[config.mk]
export PLATFORM = sky130hd
export DESIGN_NAME = cosdir_refl
export DESIGN_NICKNAME = d
export VERILOG_FILES = /design/src/rtl/cosdir_pkg.sv /design/src/rtl/cosdir_refl.sv
export SDC_FILE = /design/constraint.sdc
export NUM_CORES = 2
export LEC_CHECK = 0
export ABC_CLOCK_PERIOD_IN_PS = 8900
export BUFFER_PORTS_ARGS = -buffer_cell sky130_fd_sc_hd__buf_4
export CAP_MARGIN = 0
export CORE_AREA = 2 2 228 230
export DETAILED_ROUTE_END_ITERATION = 12
export DIE_AREA = 0 0 230 232
export GPL_TIMING_DRIVEN = 0
export PLACE_DENSITY = 0.65
export SYNTH_ARGS = -nofsm -noshare
export SYNTH_HDL_FRONTEND = slang
export SYNTH_SLANG_ARGS = --single-unit
[constraint.sdc]
create_clock -name clk -period 8.9 [get_ports clk]
set_clock_uncertainty 0.2 [all_clocks]
set_input_delay 1.78 -clock clk [delete_from_list [all_inputs] [get_ports clk]]
set_output_delay 1.78 -clock clk [all_outputs]
set_load 0.05 [all_outputs]
[src/rtl/cosdir_pkg.sv]
`default_nettype none
package cosdir_pkg;

    localparam int FRAC_BITS = 14;
    localparam int VEC_W     = 16;
    localparam int SMPZ_W    = 15;
    localparam int PDF_W     = 15;
    localparam int CFG_W     = 16;
    localparam int CFG_IDX_W = 8;

    // normalizer input: signed, wide enough for the weighted sum
    localparam int NW    = 34;
    localparam int MAG_W = NW - 1;
    localparam int POS_W = 6;
    localparam int TOP_BIT = 29;
    localparam int SH_W  = TOP_BIT + 1;
    localparam int SQ_W  = 2 * SH_W;
    localparam int SUM_W = SQ_W + 2;
    localparam int ROOT_W = SUM_W + 1;
    localparam int ROOT_STEPS = SUM_W / 2;
    // length reaches sqrt(3) * 2^30, so it needs one bit past SH_W
    localparam int LEN_W = ROOT_STEPS;
    localparam int Q_W   = FRAC_BITS + 1;
    localparam int DIV_STEPS = Q_W;
    localparam int REM_W = SH_W + FRAC_BITS + 1;
    localparam int NORM_STAGES = 5 + ROOT_STEPS + 1 + DIV_STEPS;

    localparam int RS_IN_W  = 36;
    localparam int RS_OUT_W = 22;

    localparam int UP_X = ((34 << FRAC_BITS) + 5000) / 10000;
    localparam int UP_Y = 1 << FRAC_BITS;
    localparam int UP_Z = ((71 << FRAC_BITS) + 5000) / 10000;
    localparam int INV_PI_W = 29;
    localparam logic [INV_PI_W-1:0] INV_PI_Q30 = INV_PI_W'(341782638);

    localparam int IN_DATA_W  = 96;
    localparam int OUT_DATA_W = 112;

    typedef logic signed [NW-1:0]    wide_t;
    typedef logic signed [VEC_W-1:0] comp_t;

    localparam comp_t UP_X_Q = comp_t'(UP_X);
    localparam comp_t UP_Y_Q = comp_t'(UP_Y);
    localparam comp_t UP_Z_Q = comp_t'(UP_Z);

    typedef enum logic [CFG_IDX_W-1:0] {
        REG_GAIN  = 8'd0,
        REG_RED   = 8'd1,
        REG_GREEN = 8'd2,
        REG_BLUE  = 8'd3
    } cfg_reg_t;

    typedef struct packed {
        comp_t              nx;
        comp_t              ny;
        comp_t              nz;
        comp_t              sx;
        comp_t              sy;
        logic [SMPZ_W-1:0]  sz;
        logic               degen;
    } side_t;

    // Q(2F) -> Q(F), round half away from zero
    function automatic logic signed [RS_OUT_W-1:0] rescale(input logic signed [RS_IN_W-1:0] x);
        logic [RS_IN_W-1:0]  m;
        logic [RS_OUT_W-1:0] r;
        m = x[RS_IN_W-1] ? RS_IN_W'(-x) : RS_IN_W'(x);
        r = RS_OUT_W'((m + RS_IN_W'(1 << (FRAC_BITS - 1))) >> FRAC_BITS);
        return x[RS_IN_W-1] ? -$signed(r) : $signed(r);
    endfunction

endpackage
`default_nettype wire

[src/rtl/cosdir_refl.sv]
`default_nettype none
module cosdir_refl
    import cosdir_pkg::*;
(
    input  wire logic             clk,
    input  wire logic [CFG_W-1:0] gain,
    input  wire logic [CFG_W-1:0] color,
    output logic [CFG_W-1:0]      refl
);

    localparam int GC_W = 2 * CFG_W;
    localparam int P_W  = GC_W + INV_PI_W;
    localparam int SH   = FRAC_BITS + 30;
    localparam int R_W  = P_W - SH;

    logic [GC_W-1:0] gc_reg;
    logic [P_W-1:0]  p_reg;
    logic [R_W-1:0]  r;
    logic [CFG_W-1:0] refl_reg;

    assign r = R_W'((p_reg + P_W'(64'd1 << (SH - 1))) >> SH);

    // user must keep registers static while items flow; not enforced
    always_ff @(posedge clk)
    begin
        gc_reg   <= gain * color;
        p_reg    <= gc_reg * INV_PI_Q30;
        refl_reg <= (r > R_W'({CFG_W{1'b1}})) ? {CFG_W{1'b1}} : CFG_W'(r);
    end

    assign refl = refl_reg;

endmodule
`default_nettype wire

[Word-level counts from Yosys, hierarchy flattened]
Cells that the tools add are included.
Cells by class
  add/sub/neg operators: 1
  multiply operators: 2
  order comparisons: 1
Operators with widths (number)
  adder 61 x 44 -> 61 bit, second input constant: 1
  multiplier 32 x 28 -> 60 bit, second input constant: 1
  multiplier 16 x 16 -> 32 bit: 1
  > comparator 17 x 16 -> 1 bit, second input constant: 1
Word-level totals
  bits in registers: 108

[Longest topological paths before layout]
  word-level depth: 2
  depth in mapped cells: 24
  mapped depth without buffers: 23

[Worst setup path after synthesis]
No wires, ideal clock.
  kind: in2reg
  start: input gain[14]
  end: register gc_reg[28]
  data arrival time: 7027 ps
  required time: 8574 ps
  setup slack: 1547 ps
  stages on the path: 21
  path buffers: 1
  cells stage by stage: clkbuf_1 -> nand2_1 -> fa_1 -> inv_1 -> fa_1 -> inv_1 -> fa_1 -> inv_1 -> fa_1 -> inv_1 -> fa_1 -> fa_1 -> inv_1 -> ha_1 -> a21o_1 -> a21o_1 -> a211oi_1 -> o21ai_2 -> a221oi_2 -> o21ai_1 -> xor2_1
Between the ends
  cells in the longest elaborated chain, start to end: 1
RTL lines
  from (decl): RTL line cosdir_refl.sv:6  | input wire logic [CFG_W-1:0] gain,
  multiplier 16 x 16 -> 32 bit: RTL line cosdir_refl.sv:26  | gc_reg <= gain * color;
  to (signal assigned): RTL line cosdir_refl.sv:26
  to (decl): RTL line cosdir_refl.sv:16  | logic [GC_W-1:0] gc_reg;
Every way passes these cells.
A chain may end at the register's enable or synchronous reset.

[Worst setup path after layout]
  start: input gain[5]
  end: register gc_reg[29]
The elaborated chain is that of the path after synthesis.

==> out/results.env <==
HOLD_VIOL_FINAL=0
REG2REG_SLACK_NS=1.63
GRT_PASS1_WL_UM=92900
WORSTREGTOREGCELLS=23
INITIAL_CORE_UTIL_PCT=49.6
CRITPATHREQUIREDTIME_NS=8.93
CP-START-KIND='primary input'
SYN-MEAN-INSTANCE-AREA_UM2=9.55
NETLIST_INSTANCES=2646
DRV_SLEW=0
SETUP.WORST_PATH.END_CLASS='flop'
TIMING.CRITICAL_PATH.FANOUT_MAX=10
CTS-HTREE-LEVELS=3
GRT_START_MAX_NET_PINS=13
SYNTH.CELL_AREA_UM2=25300
SETUP_WS_NS=1.00
CTS-ROOT-TO-SINK-BUFFERS=2
AREA_GROWTH_PCT=6.29
PRECTSSETUPSLACK_NS=0.732
WORSTHOLDPATHTYPE='flop to flop'
IO_BUFFERS=48
CRIT-REG2REG-LAUNCH='gc_reg[20]$_DFF_P_'
FINAL_CELL_MIX='sky130_fd_sc_hd__inv_1 (882), sky130_fd_sc_hd__fa_1 (557), sky130_fd_sc_hd__ha_1 (434)'
VIAS_PER_CELL=5.05
CRITPATHKIND='primary input to flop'
WL_PER_CELL_UM=16.8
OUTCOME='completed'
LAUNCH_POINT_OF_THE_WORST_HOLD_PATH='p_reg[54]$_DFF_P_'
POSTCTSSETUPBUFFERS=0
COUNT_OF_FLIP_FLOPS_WITH_A_BUILT_IN_ENABLE_AFTER_SYNTHESIS=0
UNIQUE_CELL_TYPE_COUNT_IN_THE_YOSYS_NETLIST=63
WIRELENGTH_UM=56900
TRACK_USAGE_PCT=22.5
GRT_PASS1_VIAS=18268
MULTIINPUTGATEAREA_UM2=20500
SETUP_VIOL=0
POST_CTS_RESIZE_COUNT=0
LAYOUT_COMMONEST_CELL='sky130_fd_sc_hd__inv_1'
DIE_AREA_UM2=53400
LAYOUT-DRIVE-GT1-SHARE_PCT=3.51
DP_HPWL_UM=52600
PORTION_OF_THE_POST_SYNTHESIS_AREA_USED_BY_SEQUENTIAL_ELEMENTS_PCT=5.23
CLOCKROOTBUFFER='sky130_fd_sc_hd__clkbuf_16'
MAX_REG_FLOPS=32
YS.FLOP_TYPE='sky130_fd_sc_hd__dfxtp_1'
MAX-CAP-VIOLATIONS=0
DESIGN.CORE.AREA_UM2=50900
GP_CONGESTION=0.962
FINAL-SEQ-AREA_UM2=1320
GRT_SETUP_UNREPAIRED='false'
CP.ARRIVAL_NS=7.93
POSTSYNTH.ASYNCRESETSHARE_PCT=0
WORST_HOLD_PATH.NUM_CELLS=2
TIMING.FINAL.CRIT_PERIOD_NS=7.90
ROW_COUNT=83
DIE_WIDTH_UM=230
SYNTH.YOSYS.WARNINGS=0
FILLERS=4715
SETUP_TOTAL_NEGATIVE_SLACK_NS=0
TIMING.SLEW.HEADROOM_PCT=45.7
FMAX_GHz=0.127
IO-PIN-COUNT=49
POST_CTS_HOLD_BUFFER_COUNT=0
NUMBER_OF_SINKS_ON_THE_CLOCK_NET=66
DRT-PASS1-ITER-COUNT=5
NNETSFINAL=3729
FINAL_UTIL_PCT=52.8
YOSYS_REGISTER_BITS=66
POSTROUTEANTENNANETS=0
VIA_COUNT=17111
CHIPHEIGHT_UM=232
DRCVIOLATIONCOUNT=0
ANTENNA_DIODE_COUNT=0
POST-ROUTE-PERIOD-UTIL_PCT=88.7
CTS.CLK_SLEW.WORST_PATHS_NS=0.06
R2R_END='p_reg[59]$_DFF_P_'
SYNTHESIS.NETS=3670
ANTENNA_FOUND_INITIAL=0
CTS_BUFFERS=9
OVERFLOW=0
HOLDPATHEND='refl[10]$_SDFF_PN1_'
DETAIL_ROUTE.ITER0.VIOLATIONS=840
TIGHTESTPINTRANSITION_NS=0.807
CTS_TREE='done'
CLKLATENCYLATEPIN_NS=0.35
## logic make-up (layout without fill, tap and decap cells)
group | after synthesis | in the layout | synth area share (%)
AO/OA/AOI/OAI | 184 | 184 | 5.29
XOR/XNOR | 62 | 62 | 2.18
adder cells (fa/ha/maj) | 991 | 991 | 65.6
buffers and inverters | 919 | 983 | 13.7
flip-flops | 66 | 66 | 5.23
multiplexers | 1 | 1 | 0.0396
AND/OR/NAND/NOR | 423 | 423 | 7.96
## worst max path at each step
stage / startpoint / to / cells past startpoint
after floorplan: gain[14] / gc_reg[28]$_DFF_P_ / 21
after global placement: gain[6] / gc_reg[29]$_DFF_P_ / 21
after detailed placement: gain[5] / gc_reg[29]$_DFF_P_ / 21
after CTS: gain[5] / gc_reg[29]$_DFF_P_ / 21
after global routing: gain[5] / gc_reg[29]$_DFF_P_ / 21
final: gain[5] / gc_reg[29]$_DFF_P_ / 21
## layer usage
metal	global-route usage, %	up-vias	routed length [um]	share of wire (%)
met4	6.15	0	1550	2.7
met2	39.8	330	29300	51
li1	-	7943	-	-
met3	2.89	68	2500	4.4
met1	29.0	8770	23600	41
met5	0	-	0	0
## worst max-delay path: stages
cell	delay, ns
sky130_fd_sc_hd__buf_4	0.14
sky130_fd_sc_hd__clkbuf_1	0.43
sky130_fd_sc_hd__nand2_1	0.15
sky130_fd_sc_hd__fa_1	0.56
sky130_fd_sc_hd__inv_1	0.06
sky130_fd_sc_hd__fa_1	0.52
sky130_fd_sc_hd__inv_1	0.05
sky130_fd_sc_hd__fa_1	0.52
sky130_fd_sc_hd__fa_1	0.45
sky130_fd_sc_hd__fa_1	0.55
sky130_fd_sc_hd__inv_1	0.05
sky130_fd_sc_hd__fa_1	0.47
sky130_fd_sc_hd__ha_1	0.38
sky130_fd_sc_hd__nand3_1	0.09
sky130_fd_sc_hd__o31ai_1	0.45
sky130_fd_sc_hd__o21ai_1	0.22
sky130_fd_sc_hd__a21oi_1	0.38
sky130_fd_sc_hd__o21ai_1	0.16
sky130_fd_sc_hd__a31o_2	0.25
sky130_fd_sc_hd__mux2i_1	0.11
sky130_fd_sc_hd__nand3b_1	0.15
## synthesized netlist by cell type (4+ instances only)
cell type / n / area share (%)
sky130_fd_sc_hd__inv_1: 882 / 13
sky130_fd_sc_hd__fa_1: 557 / 44
sky130_fd_sc_hd__ha_1: 434 / 21
sky130_fd_sc_hd__nand2_1: 220 / 3.3
sky130_fd_sc_hd__and2_1: 92 / 2.3
sky130_fd_sc_hd__dfxtp_1: 66 / 5.2
sky130_fd_sc_hd__a21oi_1: 57 / 1.1
sky130_fd_sc_hd__clkbuf_1: 36 / 0.53
sky130_fd_sc_hd__nor2_1: 34 / 0.51
sky130_fd_sc_hd__xnor2_1: 34 / 1.2
sky130_fd_sc_hd__a21o_1: 28 / 0.83
sky130_fd_sc_hd__xor2_1: 27 / 0.94
sky130_fd_sc_hd__nand3_1: 18 / 0.36
sky130_fd_sc_hd__o21ai_0: 18 / 0.36
sky130_fd_sc_hd__nand4_1: 14 / 0.35
sky130_fd_sc_hd__nor3_1: 10 / 0.20
sky130_fd_sc_hd__o21ai_1: 9 / 0.18
sky130_fd_sc_hd__and3_1: 8 / 0.20
sky130_fd_sc_hd__o21bai_1: 8 / 0.24
sky130_fd_sc_hd__nor2b_1: 7 / 0.17
sky130_fd_sc_hd__o21a_1: 7 / 0.21
sky130_fd_sc_hd__a211oi_1: 6 / 0.18
sky130_fd_sc_hd__nor4_1: 6 / 0.15
sky130_fd_sc_hd__a21oi_2: 4 / 0.14
sky130_fd_sc_hd__nand2b_1: 4 / 0.099
sky130_fd_sc_hd__o2111ai_1: 4 / 0.14
sky130_fd_sc_hd__o211ai_1: 4 / 0.12
## cell type report
cell class	count	share of cell area [%]
inverters	882	12.3
repair buffers	48	1.34
clock buffers	10	0.890
flip-flops and latches	66	4.92
multi-input cells	1661	76.3
well taps	680	3.17
plain buffers	37	0.522
clock inverters	6	0.513
## metrics by stage
step	instances	instance area (um2)	hold slack, ns
global route	3390	26800	0.331
global placement	3374	26500	0.277
CTS	3390	26800	0.291
detailed placement	3374	26500	0.284
floorplan	2646	25300	0.252
finish	3390	26800	0.291
Power is left out: the tool's default activity adds up to more than one toggle a clock period on the data nets, which glitch-free logic cannot reach.
