==> src/rtl/cosdir_pkg.sv <==
`default_nettype none
package cosdir_pkg;

    localparam int FRAC_BITS = 14;
    localparam int VEC_W     = 16;
    localparam int SMPZ_W    = 15;
    localparam int PDF_W     = 15;
    localparam int CFG_W     = 16;
    localparam int CFG_IDX_W = 8;

    // normalizer input: signed, wide enough for the weighted sum
    localparam int NW    = 34;
    localparam int MAG_W = NW - 1;
    localparam int POS_W = 6;
    localparam int TOP_BIT = 29;
    localparam int SH_W  = TOP_BIT + 1;
    localparam int SQ_W  = 2 * SH_W;
    localparam int SUM_W = SQ_W + 2;
    localparam int ROOT_W = SUM_W + 1;
    localparam int ROOT_STEPS = SUM_W / 2;
    // length reaches sqrt(3) * 2^30, so it needs one bit past SH_W
    localparam int LEN_W = ROOT_STEPS;
    localparam int Q_W   = FRAC_BITS + 1;
    localparam int DIV_STEPS = Q_W;
    localparam int REM_W = SH_W + FRAC_BITS + 1;
    localparam int NORM_STAGES = 5 + ROOT_STEPS + 1 + DIV_STEPS;

    localparam int RS_IN_W  = 36;
    localparam int RS_OUT_W = 22;

    localparam int UP_X = ((34 << FRAC_BITS) + 5000) / 10000;
    localparam int UP_Y = 1 << FRAC_BITS;
    localparam int UP_Z = ((71 << FRAC_BITS) + 5000) / 10000;
    localparam int INV_PI_W = 29;
    localparam logic [INV_PI_W-1:0] INV_PI_Q30 = INV_PI_W'(341782638);

    localparam int IN_DATA_W  = 96;
    localparam int OUT_DATA_W = 112;

    typedef logic signed [NW-1:0]    wide_t;
    typedef logic signed [VEC_W-1:0] comp_t;

    localparam comp_t UP_X_Q = comp_t'(UP_X);
    localparam comp_t UP_Y_Q = comp_t'(UP_Y);
    localparam comp_t UP_Z_Q = comp_t'(UP_Z);

    typedef enum logic [CFG_IDX_W-1:0] {
        REG_GAIN  = 8'd0,
        REG_RED   = 8'd1,
        REG_GREEN = 8'd2,
        REG_BLUE  = 8'd3
    } cfg_reg_t;

    typedef struct packed {
        comp_t              nx;
        comp_t              ny;
        comp_t              nz;
        comp_t              sx;
        comp_t              sy;
        logic [SMPZ_W-1:0]  sz;
        logic               degen;
    } side_t;

    // Q(2F) -> Q(F), round half away from zero
    function automatic logic signed [RS_OUT_W-1:0] rescale(input logic signed [RS_IN_W-1:0] x);
        logic [RS_IN_W-1:0]  m;
        logic [RS_OUT_W-1:0] r;
        m = x[RS_IN_W-1] ? RS_IN_W'(-x) : RS_IN_W'(x);
        r = RS_OUT_W'((m + RS_IN_W'(1 << (FRAC_BITS - 1))) >> FRAC_BITS);
        return x[RS_IN_W-1] ? -$signed(r) : $signed(r);
    endfunction

endpackage
`default_nettype wire

==> src/rtl/cosdir_shade.sv <==
`default_nettype none
module cosdir_shade
    import cosdir_pkg::*;
(
    input  wire logic  clk,
    input  wire logic  rst_n,
    input  wire logic  en,
    input  wire logic  in_valid,
    input  wire comp_t in_d [3],
    input  wire logic  in_zero,
    input  wire side_t in_side,
    output logic       out_valid,
    output comp_t      out_dir [3],
    output logic [PDF_W-1:0] out_pdf,
    output logic       out_degen
);

    localparam int PR_W = 2 * VEC_W;
    localparam int DQ_W = 19;
    localparam int PP_W = DQ_W + INV_PI_W;
    localparam int DM_W = PP_W - 30;

    logic  vld_reg [5];
    logic  dg_reg [5];
    comp_t dir_reg [5][3];
    comp_t n [3];
    comp_t dsel [3];

    logic signed [PR_W-1:0]     pr_reg [3];
    wide_t                      dot_reg;
    logic signed [RS_OUT_W-1:0] dq;
    logic [DQ_W-1:0]            dq_reg;
    logic [PP_W-1:0]            pp_reg;
    logic [DM_W-1:0]            dm;
    logic [PDF_W-1:0]           pdf_reg;

    always_comb
    begin
        n[0] = in_side.nx;
        n[1] = in_side.ny;
        n[2] = in_side.nz;
        for (int i = 0; i < 3; i++)
        begin
            priority if (in_side.degen)
            begin
                dsel[i] = n[i];
            end
            else if (in_zero)
            begin
                dsel[i] = '0;
            end
            else
            begin
                dsel[i] = in_d[i];
            end
        end
        dq = rescale(RS_IN_W'(dot_reg));
        dm = DM_W'((pp_reg + PP_W'(1 << 29)) >> 30);
    end

    always_ff @(posedge clk or negedge rst_n)
    begin
        if (!rst_n)
        begin
            for (int k = 0; k < 5; k++)
            begin
                vld_reg[k] <= 1'b0;
            end
        end
        else if (en)
        begin
            vld_reg[0] <= in_valid;
            for (int k = 1; k < 5; k++)
            begin
                vld_reg[k] <= vld_reg[k-1];
            end
        end
    end

    always_ff @(posedge clk)
    begin
        if (en)
        begin
            dg_reg[0] <= in_side.degen;
            for (int i = 0; i < 3; i++)
            begin
                dir_reg[0][i] <= dsel[i];
                pr_reg[i]     <= n[i] * dsel[i];
            end
            for (int k = 1; k < 5; k++)
            begin
                dg_reg[k]  <= dg_reg[k-1];
                dir_reg[k] <= dir_reg[k-1];
            end
            dot_reg <= wide_t'(pr_reg[0]) + wide_t'(pr_reg[1]) + wide_t'(pr_reg[2]);
            // clamp at zero before scaling by 1/pi
            dq_reg  <= (dq > 0) ? DQ_W'(dq) : '0;
            pp_reg  <= dq_reg * INV_PI_Q30;
            pdf_reg <= (dm > DM_W'({PDF_W{1'b1}})) ? {PDF_W{1'b1}} : PDF_W'(dm);
        end
    end

    assign out_valid = vld_reg[4];
    assign out_degen = dg_reg[4];
    assign out_dir   = dir_reg[4];
    assign out_pdf   = pdf_reg;

endmodule
`default_nettype wire

==> config.mk <==
export PLATFORM = sky130hd
export DESIGN_NAME = cosdir_shade
export DESIGN_NICKNAME = d
export VERILOG_FILES = /design/src/rtl/cosdir_pkg.sv /design/src/rtl/cosdir_shade.sv
export SDC_FILE = /design/constraint.sdc
export NUM_CORES = 2
export LEC_CHECK = 0
export ABC_CLOCK_PERIOD_IN_PS = 12100
export BUFFER_PORTS_ARGS = -buffer_cell sky130_fd_sc_hd__buf_2
export CORE_ASPECT_RATIO = 0.8
export CORE_UTILIZATION = 65
export CTS_BUF_LIST = sky130_fd_sc_hd__clkbuf_16
export DETAILED_ROUTE_END_ITERATION = 7
export GPL_TIMING_DRIVEN = 0
export PLACE_DENSITY_LB_ADDON = 0.1
export SYNTH_ARGS = -nofsm -noshare
export SYNTH_HDL_FRONTEND = slang
export SYNTH_SLANG_ARGS = --single-unit
==> constraint.sdc <==
create_clock -name clk -period 12.1 [get_ports clk]
set_clock_uncertainty 0.1 [all_clocks]
set_input_delay 0.605 -clock clk [delete_from_list [all_inputs] [get_ports clk]]
set_output_delay 0.605 -clock clk [all_outputs]
set_load 0.01 [all_outputs]
# Word-level counts from Yosys, hierarchy flattened
# Memories as Yosys holds them, arrays and structs flattened.
# Index checks and enable logic that the tools add are counted.
[word_totals] elab_cells=34 register_bits=120 ramBits=341 output_inout_bits=65 input_bits=149 memories=3
[mem_list] memory="dir_reg" depth=5 word_bits=48 read_ports=5 rd_clocked_by_memory_dff=0 write_ports=5 line="cosdir_shade.sv:25" text="comp_t dir_reg [5][3];"
[mem_list] memory="pr_reg" depth=3 word_bits=32 read_ports=3 rd_clocked_by_memory_dff=0 write_ports=3 line="cosdir_shade.sv:29" text="logic signed [PR_W-1:0] pr_reg [3];"
[mem_list] memory="dg_reg" depth=5 word_bits=1 read_ports=5 rd_clocked_by_memory_dff=0 write_ports=5 line="cosdir_shade.sv:24" text="logic dg_reg [5];"
[classes] n_mux=10 n_mul=4 order_cmp=2 addsub=6
[op_table] op="multiplier 16 x 16 -> 32 bit" n=3
[op_table] op="two-way mux 16 bit" n=6
[op_table] op="adder 48 x 30 -> 48 bit, second input constant" n=1
[op_table] op="multiplier 19 x 28 -> 47 bit, second input constant" n=1
[op_table] op="adder 36 x 14 -> 36 bit, second input constant" n=1
[op_table] op="two-way mux 36 bit" n=1
[op_table] op="negator 34 -> 36 bit" n=1
[op_table] op="adder 33 x 32 -> 34 bit" n=1
[op_table] op="adder 32 x 32 -> 33 bit" n=1
[op_table] op="greater-than comparator 22 x 1 -> 1 bit, second input constant" n=1
[op_table] op="two-way mux 22 bit" n=1
[op_table] op="negator 22 bit" n=1
[op_table] op="greater-than comparator 18 x 15 -> 1 bit, second input constant" n=1
[op_table] op="two-way mux 1 bit" n=2

# Longest topological paths before layout
[depth] ltp_word=6 ltp_mapped=31 mapped_depth_nobuf=27

# Worst setup path after synthesis
# OpenSTA, ideal clock, no wires.
[synth_path] path_type="input port to flip-flop" start="input port in_side[0] (netlist bit)" end="memory pr_reg[0][94] (netlist bit) (data pin)" setup_ns=0.258 arrival_ns=7.730 slack_ns=4.013 n_path_buf=4 required_time_ns=11.742 cell_stages=27 path_cell_list="clkbuf_1 -> nor2_1 -> clkbuf_1 -> clkbuf_1 -> a22o_1 -> clkbuf_1 -> nand2_1 -> fa_1 -> inv_1 -> fa_1 -> fa_1 -> fa_1 -> fa_1 -> inv_1 -> fa_1 -> inv_1 -> ha_1 -> a21o_1 -> a211o_1 -> or4b_2 -> o211ai_1 -> nand3b_1 -> nand4_1 -> a31oi_1 -> a211o_1 -> a21oi_1 -> xnor2_1"
[synth_lines] item="start, declared" line="cosdir_shade.sv:11" text="input wire side_t in_side,"
[synth_lines] item="end, declared" line="cosdir_shade.sv:29"

==> impl_metrics.tcl <==
set metrics [dict create \
    die_h_um 262 \
    synth_flop_cell "edfxtp_1" \
    max_freq_ghz 0.0896 \
    path_class "input pin to register" \
    core-area_mm2 0.0839 \
    synth_top_area_cell "fa_1" \
    dieArea_mm2 0.0859 \
    setup_viol 0 \
    clk_latency_ns 0.61 \
    grt_pass1_vias 37729 \
    cts_resized 0 \
    synth_area_mm2 0.0551 \
    max_stage_delay_ns 1.18 \
    hold_viol 0 \
    overflow 0 \
    min_path_type "input pin to register" \
    dr.pass1.iters 6 \
    wire_per_inst_um 19.5 \
    drive_gt1_share_pct 6.58 \
    routed_via_density 5.52 \
    syn_to_final_growth_pct 6.91 \
    final_nets 6955 \
    dp_hpwl_um 103000 \
    worst_setup_path_end_kind "register" \
    synth.avg_cell_area_um2 10.8 \
    drv_slew 11 \
    crit_required_ns 12.42 \
    cpMaxStageDelayCell "buf_1" \
    syn_nets 6739 \
    cp_data_arrival_time_ns 11.48 \
    place_congestion 0.969 \
    holdWs_ns 0.127 \
    pre_cts_slack_ns 0.428 \
    routed_wl_um 126000 \
    synth_seq_area_share_pct 23.6 \
    path_max_fanout 10 \
    portBuffers 164 \
    postRouteAntennaNets 0 \
    drc 0 \
    hold_depth 2 \
    slew_headroom_pct -1.71 \
    grt_usage_pct 31.1 \
    initial_utilization_pct 65.7 \
    start_kind "input pin" \
    tritoncts "built" \
    path_buf_inv 8 \
    period_share_pct 92.3 \
    cp_top_family "buffers and inverters" \
    synth-edff-count 428 \
    synth_async_sr_flop_share_pct 1.15 \
    maxCapViolCount 1 \
    rsz0062_at_grt "no" \
    period_minus_slack_ns 11.17 \
    status "finished, violations left" \
    setup_tns_ns 0 \
    largest_register_ff_count 240 \
    antenna_found_initial 4 \
    synth-seq-cells 433 \
    grt_pass1_wl_um 205000 \
    syn_inst 5111 \
    synth.top_cell.area_share_pct 36.2 \
    cts_made_buffers 45 \
    num_rows 95 \
    cts_max_level 2 \
    vias 35763 \
    setup_ws_ns 0.933 \
    violations "capacitance limit, slew limit" \
    clockBufferDepth 3 \
    worst_pin_slew_ns 1.53 \
    clk_pin_slew_worst_paths_ns 0.06 \
    root_buffer "clkbuf_16" \
    synth.area.top_cells "fa_1 36%, edfxtp_1 23%, ha_1 11%" \
    ys_types 82 \
    drtIter0Drc 2580 \
    cp.depth 27 \
    io_pins 214 \
    reg2reg_depth 23 \
    crit_top_cell "fa_1" \
    fp.dieW_um 328 \
    grt_start_max_net_pins 126 \
    ys.warnings.count 0 \
    cts_sinks 433 \
]
[through the flow]
stage	instances	instance area [µm²]	utilization [%]
after floorplan	5111	55100	-
after global placement	6390	57300	68.3
after detailed placement	6393	57400	68.4
after CTS	6476	58900	70.2
after global routing	6478	58900	70.2
final	6479	58900	70.2
[synth_stat cells (all sizes together) (4+ instances only)]
cell type and instances:
o21a 27, o22ai 7, a311oi 4, nand2b 21
nor3b 5, o21bai 14, and3 22, nand4 20
ha 484, inv 1198, edfxtp 428, nor2 167
or4 6, buf 71, a31oi 16, clkbuf 107
dfrtp 5, and4 4, and2 387, o31ai 10
mux2i 4, or3 17, nand2 426, nor4 8
o21ai 59, a21o 42, nor2b 22, nand3 26
a2111oi 5, nor3 43, or2 27, a22o 45
xor2 54, a21oi 99, o211ai 13, a22oi 4
fa 995, a21boi 5, xnor2 141, o41ai 7
mux2 10, a211oi 13
[per-layer routing]
| layer | up-vias | GRT usage (%) | part of all wire, % |
|---|---|---|---|
| met5 | - | 0 | 0 |
| met4 | 0 | 8.34 | 3.0 |
| met3 | 209 | 6.95 | 8.9 |
| met2 | 1252 | 48.0 | 46 |
| met1 | 18055 | 44.9 | 42 |
| li1 | 16247 | - | - |
[kinds of logic after synthesis]
group	after synthesis	synth area share [%]
xor+xnor	195	3.11
flops	433	23.6
simple gates	1211	11.1
fa+ha+maj	1480	47.2
mux	14	0.277
compound gates	402	5.03
buf+inv	1376	9.74
[worst reg2reg max path: cells and delay by family, from the launching register on]
family,cells,cell delay [ns]
DFF,1,0.57
adders and majority gates,7,3.42
xor gates and xnor gates,1,0.09
AOI/OAI and AO/OA,8,2.12
buffers and inverters,4,0.27
and+or+nand+nor,3,1.01
[what timing repair did]
| item | in CTS | in global routing |
|---|---|---|
| setup endpoints to repair | 0 | 0 |
| endpoints found under the hold margin | 5 | 0 |
| setup buffers | 0 | 0 |
| hold buffers | 1 | 0 |
[layout make-up]
cell class              instances  area, µm²
multi-input cells            3302      36800
well taps                    1115       1400
clock inverters                36        310
clock buffers                  46       1150
inverters                    1198       4500
repair buffers                169        938
plain buffers                 178        868
fillers                      6359      25000
diodes                          2       5.00
flip-flops and latches        433      13000
[cell usage in the layout (no fill, tap or decap), drive strengths merged, types with 21 or more instances in the layout]
| cell | Yosys | routed |
|---|---|---|
| inv | 1198 | 1205 |
| fa | 995 | 995 |
| ha | 484 | 484 |
| edfxtp | 428 | 428 |
| nand2 | 426 | 426 |
| and2 | 387 | 387 |
| buf | 71 | 239 |
| nor2 | 167 | 167 |
| clkbuf | 107 | 153 |
| xnor2 | 141 | 141 |
| a21oi | 99 | 99 |
| o21ai | 59 | 59 |
| xor2 | 54 | 54 |
| a22o | 45 | 45 |
| nor3 | 43 | 43 |
| a21o | 42 | 42 |
| or2 | 27 | 27 |
| o21a | 27 | 27 |
| nand3 | 26 | 26 |
| and3 | 22 | 22 |
| nor2b | 22 | 22 |
| nand2b | 21 | 21 |
[worst paths after layout]
check,startpoint,to,slack (ns)
setup / recovery,in_side[0],pr_reg[0][95],0.93
min in group asynchronous,rst_n,vld_reg[2],0.23
setup reg to reg,dq_reg[16],pp_reg[46],4.27
hold reg to reg,dg_reg[0][0],dg_reg[0][1],0.29
max in group asynchronous,rst_n,out_valid,11.54
hold / removal,in_valid,vld_reg[4],0.13
Power is left out: the tool's default activity adds up to more than one toggle a clock period on the data nets, which glitch-free logic cannot reach.
